--- config.mk ---
export PLATFORM = sky130hd
export DESIGN_NAME = murmur64a_key_hasher_flat
export DESIGN_NICKNAME = d
export VERILOG_FILES = /design/src/sv/mh64_pkg.sv /design/src/sv/mh64_if.sv /design/src/sv/mh64_front.sv /design/src/sv/mh64_fifo.sv /design/src/sv/mh64_back.sv /design/src/sv/murmur64a_key_hasher.sv /design/src/flat_wrapper.sv
export SDC_FILE = /design/constraint.sdc
export NUM_CORES = 2
export LEC_CHECK = 0
export BUFFER_PORTS_ARGS = -buffer_cell sky130_fd_sc_hd__buf_2
export CAP_MARGIN = 25
export CORE_UTILIZATION = 55
export CTS_CLUSTER_DIAMETER = 80
export DETAILED_ROUTE_END_ITERATION = 7
export PLACE_DENSITY = 0.75
export REMOVE_ABC_BUFFERS = 1
export SETUP_SLACK_MARGIN = 0.4
export SLEW_MARGIN = 20
export SYNTH_ARGS = -nofsm -noshare
export SYNTH_HDL_FRONTEND = slang
export SYNTH_SLANG_ARGS = --single-unit
--- constraint.sdc ---
create_clock -name clk -period 16.2 [get_ports clk]
set_input_delay 4.86 -clock clk [delete_from_list [all_inputs] [get_ports clk]]
set_output_delay 4.86 -clock clk [all_outputs]
set_load 0.02 [all_outputs]
--- src/sv/mh64_pkg.sv ---
// ----------------------------------------------------------------------------
// mh64_pkg: shared types and constants of the MurmurHash64A key hasher
// Mixing constants, item and control structs, and the back-end state codes.
// ----------------------------------------------------------------------------
package mh64_pkg;

	localparam logic [63:0] MUL_M         = 64'hc6a4_a793_5bd1_e995;
	localparam int          SHIFT_R       = 47;
	localparam int          ADDR_BITS     = 48;
	localparam int          TAG_BITS      = 14;
	localparam int          KLEN_BITS     = 13;
	localparam int          CNT_BITS      = 4;
	localparam int          MAX_KEY_BYTES = 4096;
	localparam int          CNT_MAX       = 8191;
	localparam int          WORD_BYTES    = 8;
	localparam int          FIFO_DEPTH    = 2;
	localparam logic [63:0] SEED_RESET    = 64'd151261303;
	localparam logic [5:0]  TSL2_RESET    = 6'd20;

	// classified key word as queued between front and back
	typedef struct packed {
		logic [63:0]           word;        // full word, or tail with high bytes cleared
		logic [CNT_BITS-1:0]   cnt;         // clamped to 0..8
		logic                  first;
		logic                  last;
		logic [KLEN_BITS-1:0]  klen;
		logic                  full;        // eight bytes: mix path
		logic                  tail_nz;     // 1..7 bytes: tail fold path
		logic                  set_partial; // marks a length error
	} item_t;

	typedef struct packed {
		logic [63:0] seed;
		logic [5:0]  tsl2;
	} cfg_t;

	typedef struct packed {
		logic not_empty;
		logic full;
	} fifo_stat_t;

	typedef struct packed {
		logic pop;
		logic emit;
	} back_stat_t;

	typedef enum logic [2:0] {
		BS_IDLE,
		BS_INIT,
		BS_DISP,
		BS_K1,
		BS_K2,
		BS_H,
		BS_FIN
	} back_state_t;

	// partial products of a 64x64 low-half multiply
	typedef enum logic [1:0] {
		MS_LL,
		MS_LH,
		MS_HL
	} mul_step_t;

endpackage

--- src/sv/mh64_if.sv ---
// ----------------------------------------------------------------------------
// mh64_if: stream channels of the key hasher
// Key word channel and hash result channel, valid/ready handshake.
// ----------------------------------------------------------------------------
interface mh64_in_if;
	logic                           valid;
	logic                           ready;
	logic [63:0]                    key_word;
	logic [mh64_pkg::CNT_BITS-1:0]  byte_count;
	logic                           first_word;
	logic                           last_word;
	logic [mh64_pkg::KLEN_BITS-1:0] key_length;

	modport source (output valid, key_word, byte_count, first_word, last_word, key_length,
		input ready);
	modport sink (input valid, key_word, byte_count, first_word, last_word, key_length,
		output ready);
endinterface

interface mh64_out_if;
	logic                           valid;
	logic                           ready;
	logic [63:0]                    hash_value;
	logic [mh64_pkg::ADDR_BITS-1:0] bucket_index;
	logic [mh64_pkg::TAG_BITS-1:0]  tag;
	logic                           length_error;

	modport source (output valid, hash_value, bucket_index, tag, length_error, input ready);
	modport sink (input valid, hash_value, bucket_index, tag, length_error, output ready);
endinterface

--- src/sv/mh64_front.sv ---
// ----------------------------------------------------------------------------
// mh64_front: key word intake
// Accepts key words, clamps the byte count, masks the tail and picks the path.
// ----------------------------------------------------------------------------
module mh64_front (
	mh64_in_if.sink              in_ch,
	input  mh64_pkg::fifo_stat_t fifo_stat,
	output logic                 push,
	output mh64_pkg::item_t      item
);

	logic [mh64_pkg::CNT_BITS-1:0] cnt;
	logic                          over;
	logic [63:0]                   tail;

	assign in_ch.ready = !fifo_stat.full;
	assign push        = in_ch.valid && !fifo_stat.full;

	assign over = in_ch.byte_count > mh64_pkg::CNT_BITS'(mh64_pkg::WORD_BYTES);
	assign cnt  = over ? mh64_pkg::CNT_BITS'(mh64_pkg::WORD_BYTES) : in_ch.byte_count;

	always_comb begin
		for (int i = 0; i < mh64_pkg::WORD_BYTES; i++) begin
			tail[8*i +: 8] = (mh64_pkg::CNT_BITS'(i) < cnt) ? in_ch.key_word[8*i +: 8] : 8'h00;
		end
	end

	always_comb begin
		item.word    = tail;
		item.cnt     = cnt;
		item.first   = in_ch.first_word;
		item.last    = in_ch.last_word;
		item.klen    = in_ch.key_length;
		item.full    = cnt == mh64_pkg::CNT_BITS'(mh64_pkg::WORD_BYTES);
		item.tail_nz = !item.full && cnt != '0;
		// oversized count, or a short word before the end
		item.set_partial = over || (!item.full && !in_ch.last_word);
	end

endmodule

--- src/sv/mh64_fifo.sv ---
// ----------------------------------------------------------------------------
// mh64_fifo: item queue between front and back
// Short register queue of classified key words.
// ----------------------------------------------------------------------------
module mh64_fifo (
	input  logic                 clk,
	input  logic                 arst_n,
	input  logic                 push,
	input  mh64_pkg::item_t      push_item,
	input  logic                 pop,
	output mh64_pkg::item_t      head,
	output mh64_pkg::fifo_stat_t stat
);

	localparam int PW = (mh64_pkg::FIFO_DEPTH > 1) ? $clog2(mh64_pkg::FIFO_DEPTH) : 1;
	localparam int CW = $clog2(mh64_pkg::FIFO_DEPTH + 1);

	mh64_pkg::item_t mem_q [mh64_pkg::FIFO_DEPTH];
	logic [PW-1:0]   wr_ptr_q;
	logic [PW-1:0]   rd_ptr_q;
	logic [CW-1:0]   count_q;

	function automatic logic [PW-1:0] ptr_inc(input logic [PW-1:0] p);
		return (p == PW'(mh64_pkg::FIFO_DEPTH - 1)) ? '0 : p + PW'(1);
	endfunction

	assign stat.not_empty = count_q != '0;
	assign stat.full      = count_q == CW'(mh64_pkg::FIFO_DEPTH);
	assign head           = mem_q[rd_ptr_q];

	always_ff @(posedge clk) begin
		if (push) begin
			mem_q[wr_ptr_q] <= push_item;
		end
	end

	always_ff @(posedge clk or negedge arst_n) begin
		if (!arst_n) begin
			wr_ptr_q <= '0;
			rd_ptr_q <= '0;
			count_q  <= '0;
		end else begin
			if (push) begin
				wr_ptr_q <= ptr_inc(wr_ptr_q);
			end
			if (pop) begin
				rd_ptr_q <= ptr_inc(rd_ptr_q);
			end
			if (push && !pop) begin
				count_q <= count_q + CW'(1);
			end else if (pop && !push) begin
				count_q <= count_q - CW'(1);
			end
		end
	end

endmodule

--- src/sv/mh64_back.sv ---
// ----------------------------------------------------------------------------
// mh64_back: hash engine
// Sequences the MurmurHash64A steps over one shared 32x32 multiplier and
// holds the result in an output register.
// ----------------------------------------------------------------------------
module mh64_back (
	input  logic                 clk,
	input  logic                 arst_n,
	input  mh64_pkg::cfg_t       cfg,
	input  mh64_pkg::fifo_stat_t fifo_stat,
	input  mh64_pkg::item_t      head,
	output mh64_pkg::back_stat_t stat,
	mh64_out_if.source           out_ch
);

	localparam int KW = mh64_pkg::KLEN_BITS;

	mh64_pkg::back_state_t st_q, st_d;
	mh64_pkg::mul_step_t   step_q;
	mh64_pkg::item_t       work_q;

	logic [63:0]  h_q;
	logic [63:0]  opnd_q;
	logic [63:0]  acc_q;
	logic [KW-1:0] bytes_q;
	logic [KW-1:0] exp_q;
	logic          partial_q;

	logic          out_valid_q;
	logic [63:0]   out_hash_q;
	logic [mh64_pkg::ADDR_BITS-1:0] out_bucket_q;
	logic [mh64_pkg::TAG_BITS-1:0]  out_tag_q;
	logic          out_err_q;

	logic          in_mul;
	logic          mul_last;
	logic          stall;
	logic          mul_en;
	logic [31:0]   mx;
	logic [31:0]   my;
	logic [63:0]   prod;
	logic [63:0]   mul_res;
	logic [63:0]   fin_hash;
	logic [5:0]    bits;
	logic [mh64_pkg::ADDR_BITS-1:0] idx_mask;
	logic [KW:0]   byte_sum;
	logic [KW-1:0] byte_sat;
	logic [KW-1:0] byte_base;

	// shared multiplier: low 64 bits of opnd * M from three 32x32 products
	always_comb begin
		unique case (step_q)
			mh64_pkg::MS_LL: begin
				mx = opnd_q[31:0];
				my = mh64_pkg::MUL_M[31:0];
			end
			mh64_pkg::MS_LH: begin
				mx = opnd_q[31:0];
				my = mh64_pkg::MUL_M[63:32];
			end
			mh64_pkg::MS_HL: begin
				mx = opnd_q[63:32];
				my = mh64_pkg::MUL_M[31:0];
			end
			default: begin
				mx = '0;
				my = '0;
			end
		endcase
	end

	assign prod     = mx * my;
	assign mul_res  = acc_q + {prod[31:0], 32'h0};
	assign fin_hash = mul_res ^ (mul_res >> mh64_pkg::SHIFT_R);

	assign in_mul   = st_q == mh64_pkg::BS_INIT || st_q == mh64_pkg::BS_K1 ||
		st_q == mh64_pkg::BS_K2 || st_q == mh64_pkg::BS_H || st_q == mh64_pkg::BS_FIN;
	assign mul_last = step_q == mh64_pkg::MS_HL;
	assign stall    = st_q == mh64_pkg::BS_FIN && out_valid_q && !out_ch.ready;

	// next state
	always_comb begin
		st_d = st_q;
		unique case (st_q)
			mh64_pkg::BS_IDLE: begin
				if (fifo_stat.not_empty) begin
					st_d = head.first ? mh64_pkg::BS_INIT : mh64_pkg::BS_DISP;
				end
			end
			mh64_pkg::BS_INIT: begin
				if (mul_last) st_d = mh64_pkg::BS_DISP;
			end
			mh64_pkg::BS_DISP: begin
				priority if (work_q.full) st_d = mh64_pkg::BS_K1;
				else if (work_q.tail_nz) st_d = mh64_pkg::BS_H;
				else if (work_q.last) st_d = mh64_pkg::BS_FIN;
				else st_d = mh64_pkg::BS_IDLE;
			end
			mh64_pkg::BS_K1: begin
				if (mul_last) st_d = mh64_pkg::BS_K2;
			end
			mh64_pkg::BS_K2: begin
				if (mul_last) st_d = mh64_pkg::BS_H;
			end
			mh64_pkg::BS_H: begin
				if (mul_last) st_d = work_q.last ? mh64_pkg::BS_FIN : mh64_pkg::BS_IDLE;
			end
			mh64_pkg::BS_FIN: begin
				if (mul_last && !stall) st_d = mh64_pkg::BS_IDLE;
			end
			default: st_d = mh64_pkg::BS_IDLE;
		endcase
	end

	// state outputs
	always_comb begin
		stat.pop  = st_q == mh64_pkg::BS_IDLE && fifo_stat.not_empty;
		stat.emit = st_q == mh64_pkg::BS_FIN && mul_last && !stall;
		mul_en    = in_mul && !stall;
	end

	assign bits     = (cfg.tsl2 > 6'(mh64_pkg::ADDR_BITS)) ? 6'(mh64_pkg::ADDR_BITS) : cfg.tsl2;
	assign idx_mask = ~({mh64_pkg::ADDR_BITS{1'b1}} << bits);

	assign byte_base = head.first ? '0 : bytes_q;
	assign byte_sum  = {1'b0, byte_base} + (KW+1)'(head.cnt);
	assign byte_sat  = (byte_sum > (KW+1)'(mh64_pkg::CNT_MAX)) ? KW'(mh64_pkg::CNT_MAX)
		: byte_sum[KW-1:0];

	always_ff @(posedge clk or negedge arst_n) begin
		if (!arst_n) begin
			st_q   <= mh64_pkg::BS_IDLE;
			step_q <= mh64_pkg::MS_LL;
		end else begin
			st_q <= st_d;
			if (mul_en) begin
				unique case (step_q)
					mh64_pkg::MS_LL: step_q <= mh64_pkg::MS_LH;
					mh64_pkg::MS_LH: step_q <= mh64_pkg::MS_HL;
					default:         step_q <= mh64_pkg::MS_LL;
				endcase
			end
		end
	end

	always_ff @(posedge clk) begin
		if (stat.pop) begin
			work_q <= head;
		end
		if (mul_en) begin
			if (step_q == mh64_pkg::MS_LL) begin
				acc_q <= prod;
			end else begin
				acc_q <= mul_res;
			end
		end
		if (st_q == mh64_pkg::BS_IDLE) begin
			opnd_q <= 64'(head.klen);
		end else if (st_q == mh64_pkg::BS_DISP) begin
			priority if (work_q.full) opnd_q <= work_q.word;
			else if (work_q.tail_nz) opnd_q <= h_q ^ work_q.word;
			else opnd_q <= h_q ^ (h_q >> mh64_pkg::SHIFT_R);
		end else if (mul_last && mul_en) begin
			unique case (st_q)
				mh64_pkg::BS_K1: opnd_q <= fin_hash;
				mh64_pkg::BS_K2: opnd_q <= h_q ^ mul_res;
				mh64_pkg::BS_H:  opnd_q <= fin_hash;
				default:         opnd_q <= opnd_q;
			endcase
		end
	end

	// key state
	always_ff @(posedge clk or negedge arst_n) begin
		if (!arst_n) begin
			h_q       <= '0;
			bytes_q   <= '0;
			exp_q     <= '0;
			partial_q <= 1'b0;
		end else begin
			if (stat.pop) begin
				bytes_q   <= byte_sat;
				partial_q <= (head.first ? 1'b0 : partial_q) | head.set_partial;
				if (head.first) exp_q <= head.klen;
			end
			if (stat.emit) begin
				h_q       <= '0;
				bytes_q   <= '0;
				exp_q     <= '0;
				partial_q <= 1'b0;
			end else if (mul_last && mul_en) begin
				unique case (st_q)
					mh64_pkg::BS_INIT: h_q <= cfg.seed ^ mul_res;
					mh64_pkg::BS_K2:   h_q <= h_q ^ mul_res;
					mh64_pkg::BS_H:    h_q <= mul_res;
					default:           h_q <= h_q;
				endcase
			end
		end
	end

	// result register
	always_ff @(posedge clk or negedge arst_n) begin
		if (!arst_n) begin
			out_valid_q <= 1'b0;
		end else if (stat.emit) begin
			out_valid_q <= 1'b1;
		end else if (out_ch.ready) begin
			out_valid_q <= 1'b0;
		end
	end

	always_ff @(posedge clk) begin
		if (stat.emit) begin
			out_hash_q   <= fin_hash;
			out_bucket_q <= fin_hash[mh64_pkg::ADDR_BITS-1:0] & idx_mask;
			out_tag_q    <= fin_hash[mh64_pkg::ADDR_BITS +: mh64_pkg::TAG_BITS];
			out_err_q    <= partial_q || bytes_q != exp_q ||
				32'(exp_q) > mh64_pkg::MAX_KEY_BYTES;
		end
	end

	assign out_ch.valid        = out_valid_q;
	assign out_ch.hash_value   = out_hash_q;
	assign out_ch.bucket_index = out_bucket_q;
	assign out_ch.tag          = out_tag_q;
	assign out_ch.length_error = out_err_q;

endmodule

--- src/sv/murmur64a_key_hasher.sv ---
// ----------------------------------------------------------------------------
// murmur64a_key_hasher: streaming MurmurHash64A of keys with bucket and tag
// Front classifies key words, a two-entry queue decouples it from the hash
// engine, which emits hash, bucket index and tag on the last word of a key.
// ----------------------------------------------------------------------------
//
//  channel   dir  handshake        payload
//  key_in    in   valid/ready      key_word, byte_count, first_word, last_word, key_length
//  hash_out  out  valid/ready      hash_value, bucket_index, tag, length_error
//  apb       in   psel/penable     paddr 0: hash_seed, paddr 8: table_size_log2
//
// Full, tail and empty words take different paths through the engine; a first
// word adds the seed initialization, a last word adds finalization. Each 64-bit
// multiply runs on the one shared 32x32 multiplier.
// Reset clears key state; the seed and table size return to 151261303 and 20.
// key_in stalls only when the queue is full; a held result stalls the engine
// at finalization while the queue keeps taking words.
//
module murmur64a_key_hasher (
	input  logic        clk,
	input  logic        arst_n,
	mh64_in_if.sink     key_in,
	mh64_out_if.source  hash_out,
	input  logic        psel,
	input  logic        penable,
	input  logic        pwrite,
	input  logic [3:0]  paddr,
	input  logic [63:0] pwdata,
	output logic [63:0] prdata,
	output logic        pready
);

	mh64_pkg::cfg_t       cfg_q;
	mh64_pkg::fifo_stat_t fifo_stat;
	mh64_pkg::back_stat_t back_stat;
	mh64_pkg::item_t      push_item;
	mh64_pkg::item_t      head;
	logic                 push;
	logic                 cfg_wr;

	assign pready = 1'b1;
	assign cfg_wr = psel && penable && pwrite;
	assign prdata = paddr[3] ? {58'h0, cfg_q.tsl2} : cfg_q.seed;

	always_ff @(posedge clk or negedge arst_n) begin
		if (!arst_n) begin
			cfg_q.seed <= mh64_pkg::SEED_RESET;
			cfg_q.tsl2 <= mh64_pkg::TSL2_RESET;
		end else if (cfg_wr) begin
			if (paddr[3]) begin
				cfg_q.tsl2 <= pwdata[5:0];
			end else begin
				cfg_q.seed <= pwdata;
			end
		end
	end

	mh64_front u_front (
		.in_ch     (key_in),
		.fifo_stat (fifo_stat),
		.push      (push),
		.item      (push_item)
	);

	mh64_fifo u_fifo (
		.clk       (clk),
		.arst_n    (arst_n),
		.push      (push),
		.push_item (push_item),
		.pop       (back_stat.pop),
		.head      (head),
		.stat      (fifo_stat)
	);

	mh64_back u_back (
		.clk       (clk),
		.arst_n    (arst_n),
		.cfg       (cfg_q),
		.fifo_stat (fifo_stat),
		.head      (head),
		.stat      (back_stat),
		.out_ch    (hash_out)
	);

	a_pop_needs_item: assert property (@(posedge clk) disable iff (!arst_n)
		back_stat.pop |-> fifo_stat.not_empty)
		else $error("engine popped an empty queue");

	a_emit_shows: assert property (@(posedge clk) disable iff (!arst_n)
		back_stat.emit |=> hash_out.valid)
		else $error("emitted result not presented");

	a_emit_slot_free: assert property (@(posedge clk) disable iff (!arst_n)
		back_stat.emit |-> (!hash_out.valid || hash_out.ready))
		else $error("result overwritten while held");

	a_tsl2_write: assert property (@(posedge clk) disable iff (!arst_n)
		(cfg_wr && paddr[3]) |=> cfg_q.tsl2 == $past(pwdata[5:0]))
		else $error("table size write lost");

endmodule
--- src/flat_wrapper.sv ---
// flat-port wrapper written by rule: the top's interface ports become plain ports
module murmur64a_key_hasher_flat 
  (clk, arst_n, psel, penable, pwrite, paddr, pwdata, prdata, pready, key_in_valid, key_in_key_word, key_in_byte_count, key_in_first_word, key_in_last_word, key_in_key_length, key_in_ready, hash_out_valid, hash_out_hash_value, hash_out_bucket_index, hash_out_tag, hash_out_length_error, hash_out_ready);
  mh64_in_if key_in_i ();
  mh64_out_if hash_out_i ();
  input  logic clk;
  input  logic arst_n;
  input  logic psel;
  input  logic penable;
  input  logic pwrite;
  input  logic [3:0] paddr;
  input  logic [63:0] pwdata;
  output logic [63:0] prdata;
  output logic pready;
  input wire logic [$bits(key_in_i.valid)-1:0] key_in_valid;
  input wire logic [$bits(key_in_i.key_word)-1:0] key_in_key_word;
  input wire logic [$bits(key_in_i.byte_count)-1:0] key_in_byte_count;
  input wire logic [$bits(key_in_i.first_word)-1:0] key_in_first_word;
  input wire logic [$bits(key_in_i.last_word)-1:0] key_in_last_word;
  input wire logic [$bits(key_in_i.key_length)-1:0] key_in_key_length;
  output wire logic [$bits(key_in_i.ready)-1:0] key_in_ready;
  output wire logic [$bits(hash_out_i.valid)-1:0] hash_out_valid;
  output wire logic [$bits(hash_out_i.hash_value)-1:0] hash_out_hash_value;
  output wire logic [$bits(hash_out_i.bucket_index)-1:0] hash_out_bucket_index;
  output wire logic [$bits(hash_out_i.tag)-1:0] hash_out_tag;
  output wire logic [$bits(hash_out_i.length_error)-1:0] hash_out_length_error;
  input wire logic [$bits(hash_out_i.ready)-1:0] hash_out_ready;
  assign key_in_i.valid = key_in_valid;
  assign key_in_i.key_word = key_in_key_word;
  assign key_in_i.byte_count = key_in_byte_count;
  assign key_in_i.first_word = key_in_first_word;
  assign key_in_i.last_word = key_in_last_word;
  assign key_in_i.key_length = key_in_key_length;
  assign key_in_ready = key_in_i.ready;
  assign hash_out_valid = hash_out_i.valid;
  assign hash_out_hash_value = hash_out_i.hash_value;
  assign hash_out_bucket_index = hash_out_i.bucket_index;
  assign hash_out_tag = hash_out_i.tag;
  assign hash_out_length_error = hash_out_i.length_error;
  assign hash_out_i.ready = hash_out_ready;
  murmur64a_key_hasher u_core (.clk(clk), .arst_n(arst_n), .key_in(key_in_i), .hash_out(hash_out_i), .psel(psel), .penable(penable), .pwrite(pwrite), .paddr(paddr), .pwdata(pwdata), .prdata(prdata), .pready(pready));
endmodule
==> flow_summary.json <==
{
  "outcome": "complete, no violations",
  "yosys.area.top_type_share_pct": 23.20,
  "clkTransAtPathRegs_ns": 0.06,
  "cp-end-kind": "flip-flop",
  "die_h_um": 322.1,
  "ant_nets": 0,
  "gp_congestion": 1.016,
  "synth_cell_types": 83,
  "critPathMostFrequentCell": "fa_1",
  "fin_hold_ws_ns": 0.4938,
  "antenna_found_initial": 9,
  "clk_latency_ns": 0.65,
  "cts_buffer_depth": 3,
  "synth_seq_cells": 651,
  "post_cts_resized": 0,
  "htreeDepth": 3,
  "period_share_pct": 74.36,
  "worst_pin_slew_ns": 1.228,
  "hp-class": "flip-flop to flip-flop",
  "r2r_start": "u_core.u_back.step_q[0]$_DFFE_PN0P_",
  "cap_violations": 0,
  "area_growth_syn_to_layout_pct": 9.467,
  "initial_utilization_pct": 55.39,
  "design_area_mm2": 0.06169,
  "via_per_inst": 5.981,
  "grt_usage_pct": 35.71,
  "first_global_vias": 42220,
  "netlist_area_mm2": 0.05636,
  "cpPeakStageDelay_ns": 0.80,
  "synth.most_common_cell": "inv_1",
  "r2r_slack_ns": 4.15,
  "rr_worst_depth": 32,
  "critPathMaxFanout": 46,
  "finalHoldViolCount": 0,
  "ios": 352,
  "setup_violations": 0,
  "dr.first_iter.drc_count": 4475,
  "maxSlewHeadroom_pct": 17.83,
  "chipWidth_um": 322.1,
  "synth_enable_flop_cells": 429,
  "rsz0062_at_grt": "false",
  "final_nets": 6829,
  "ctsHoldBuffers": 0,
  "wirelength_um": 181500,
  "crit_family": "adder cells",
  "cts_buffers": 66,
  "tritoncts": "yes",
  "fin_cells": 7027,
  "drc": 0,
  "grt_max_degree": 111,
  "finalMaxSlewViolations": 0,
  "synth_area_leaders": "fa_1 (23%), edfxtp_1 (23%), ha_1 (9.3%)",
  "drive_gt1_share_pct": 13.57,
  "port_buffers": 347,
  "slowest_stage": "dfrtp_2",
  "synthTopCellsByCount": "inv_1 (831), fa_1 (653), edfxtp_1 (429), ha_1 (417), nand2_1 (371)",
  "cts-root-buf": "clkbuf_16",
  "synth_area_leader_cell": "fa_1",
  "vias": 42030,
  "postCtsSetupBuffers": 0,
  "reg2reg_to": "u_core.u_back.out_ch.bucket_index[15]$_DFFE_PP_",
  "place_inst": 6897,
  "nFillCells": 8236,
  "path_depth": 32,
  "synth_top_flop_cell": "edfxtp_1",
  "clock_skew_ns": 0.04549,
  "die_area_mm2": 0.1037,
  "required_ns": 16.71,
  "synthArstFlopShare_pct": 26.27,
  "tns_ns": 0,
  "placed_area_mm2": 0.05945,
  "path_class": "flip-flop to flip-flop",
  "core_mm2": 0.1017,
  "wl_per_cell_um": 25.83,
  "period_needed_ns": 12.05,
  "placementRows": 117,
  "synth-seq-area-share_pct": 32.29,
  "clock-sinks": 651,
  "netlist_instances": 5363,
  "dpl.hpwl_um": 144300,
  "critPathLaunchType": "flip-flop",
  "cp-endpoint": "u_core.u_back.out_ch.bucket_index[15]$_DFFE_PP_",
  "cp-startpoint": "u_core.u_back.step_q[0]$_DFFE_PN0P_",
  "ys.warnings.count": 0,
  "overflow": 0,
  "syn_area_per_cell_um2": 10.51,
  "worst-path-buf-inv": 6,
  "arrival_ns": 12.56,
  "grt_pass1_wl_um": 270900,
  "fmax_mhz": 83.01,
  "dr.pass1.iters": 6
}
## logic make-up after synthesis
group / synth area share [%]
simple gates: 9.331
xor+xnor: 4.412
flops: 32.29
buf+inv: 7.336
other cells: 0.01333
mux: 3.586
fa+ha+maj: 32.45
compound gates: 10.58
## stage by stage
stage / util (%) / setup WS, ns
finish: 60.63 / 4.153
global route: 60.63 / 3.833
CTS: 60.55 / 4.326
detailed placement: 58.43 / 4.347
global placement: 58.40 / 4.449
floorplan: - / 6.110
## worst reg2reg max path, delay by kind of cell, from the launching register on
kind	cells	cell delay, ns
adders and majority gates	10	4.91
AOI/OAI and AO/OA	7	2.09
and+or+nand+nor	6	1.74
xor gates and xnor gates	3	1.34
buffers and inverters	6	1.04
DFF	1	0.80
## layer usage
| layer | track usage [%] | part of all wire (%) | vias up |
|---|---|---|---|
| li1 | - | - | 18310 |
| met1 | 48.22 | 39 | 21010 |
| met2 | 56.14 | 46 | 2281 |
| met3 | 6.784 | 9.7 | 430 |
| met4 | 16.16 | 5.4 | 4 |
| met5 | 0 | 0.012 | - |
## cells in the final DEF, fill, tap and decap left out, types with 77 or more instances in the layout
cell,netlist,final
edfxtp_1,429,429
dfrtp_1,159,157
nor2b_1,144,143
mux2_2,151,151
fa_1,653,653
ha_1,417,417
a21oi_1,334,333
nand3_1,79,77
xor2_1,114,113
xnor2_1,151,150
inv_1,831,827
nor2_1,229,223
nand2_1,371,371
o21ai_0,319,318
buf_2,4,347
## sequential cells by signal (all words and copies together) (netlist names), 2 cells and up
register / flops
u_core.u_back.opnd_q: 64
u_core.u_back.step_q: 2
u_core.u_back.bytes_q: 13
u_core.u_back.acc_q: 64
u_core.u_back.out_ch.hash_value: 64
u_core.u_fifo.mem_q: 172
u_core.u_back.st_q: 3
u_core.u_fifo.count_q: 2
u_core.u_back.exp_q: 13
u_core.u_back.work_q: 67
u_core.cfg_q: 70
u_core.u_back.out_ch.bucket_index: 48
u_core.u_back.h_q: 64
## final cells by class
type,instances,area [µm²],share of cell area (%)
multi-input combinational,3628,34130,55.32
sequential,651,18200,29.51
inverter,833,3131,5.075
timing repair buffer,421,2346,3.803
clock buffer,82,1752,2.839
tap,1368,1712,2.775
clock inverter,39,407.9,0.6612
antenna,5,12.51,0.02028
## how the worst min path moves through the flow
stage | cells past startpoint | start | end
floorplan | 1 | u_core.u_fifo.wr_ptr_q$_DFFE_PN0P_ | u_core.u_fifo.wr_ptr_q$_DFFE_PN0P_
finish | 1 | u_core.u_fifo.count_q[1]$_DFFE_PN0P_ | u_core.u_fifo.count_q[1]$_DFFE_PN0P_
detailed placement | 1 | u_core.u_fifo.count_q[1]$_DFFE_PN0P_ | u_core.u_fifo.count_q[1]$_DFFE_PN0P_
CTS | 1 | u_core.u_fifo.count_q[1]$_DFFE_PN0P_ | u_core.u_fifo.count_q[1]$_DFFE_PN0P_
global placement | 1 | u_core.u_fifo.count_q[1]$_DFFE_PN0P_ | u_core.u_fifo.count_q[1]$_DFFE_PN0P_
global route | 1 | u_core.u_fifo.count_q[1]$_DFFE_PN0P_ | u_core.u_fifo.count_q[1]$_DFFE_PN0P_
Power is not shown: default switching activity piles up to over one toggle a cycle in this logic, so the estimate is an artifact.
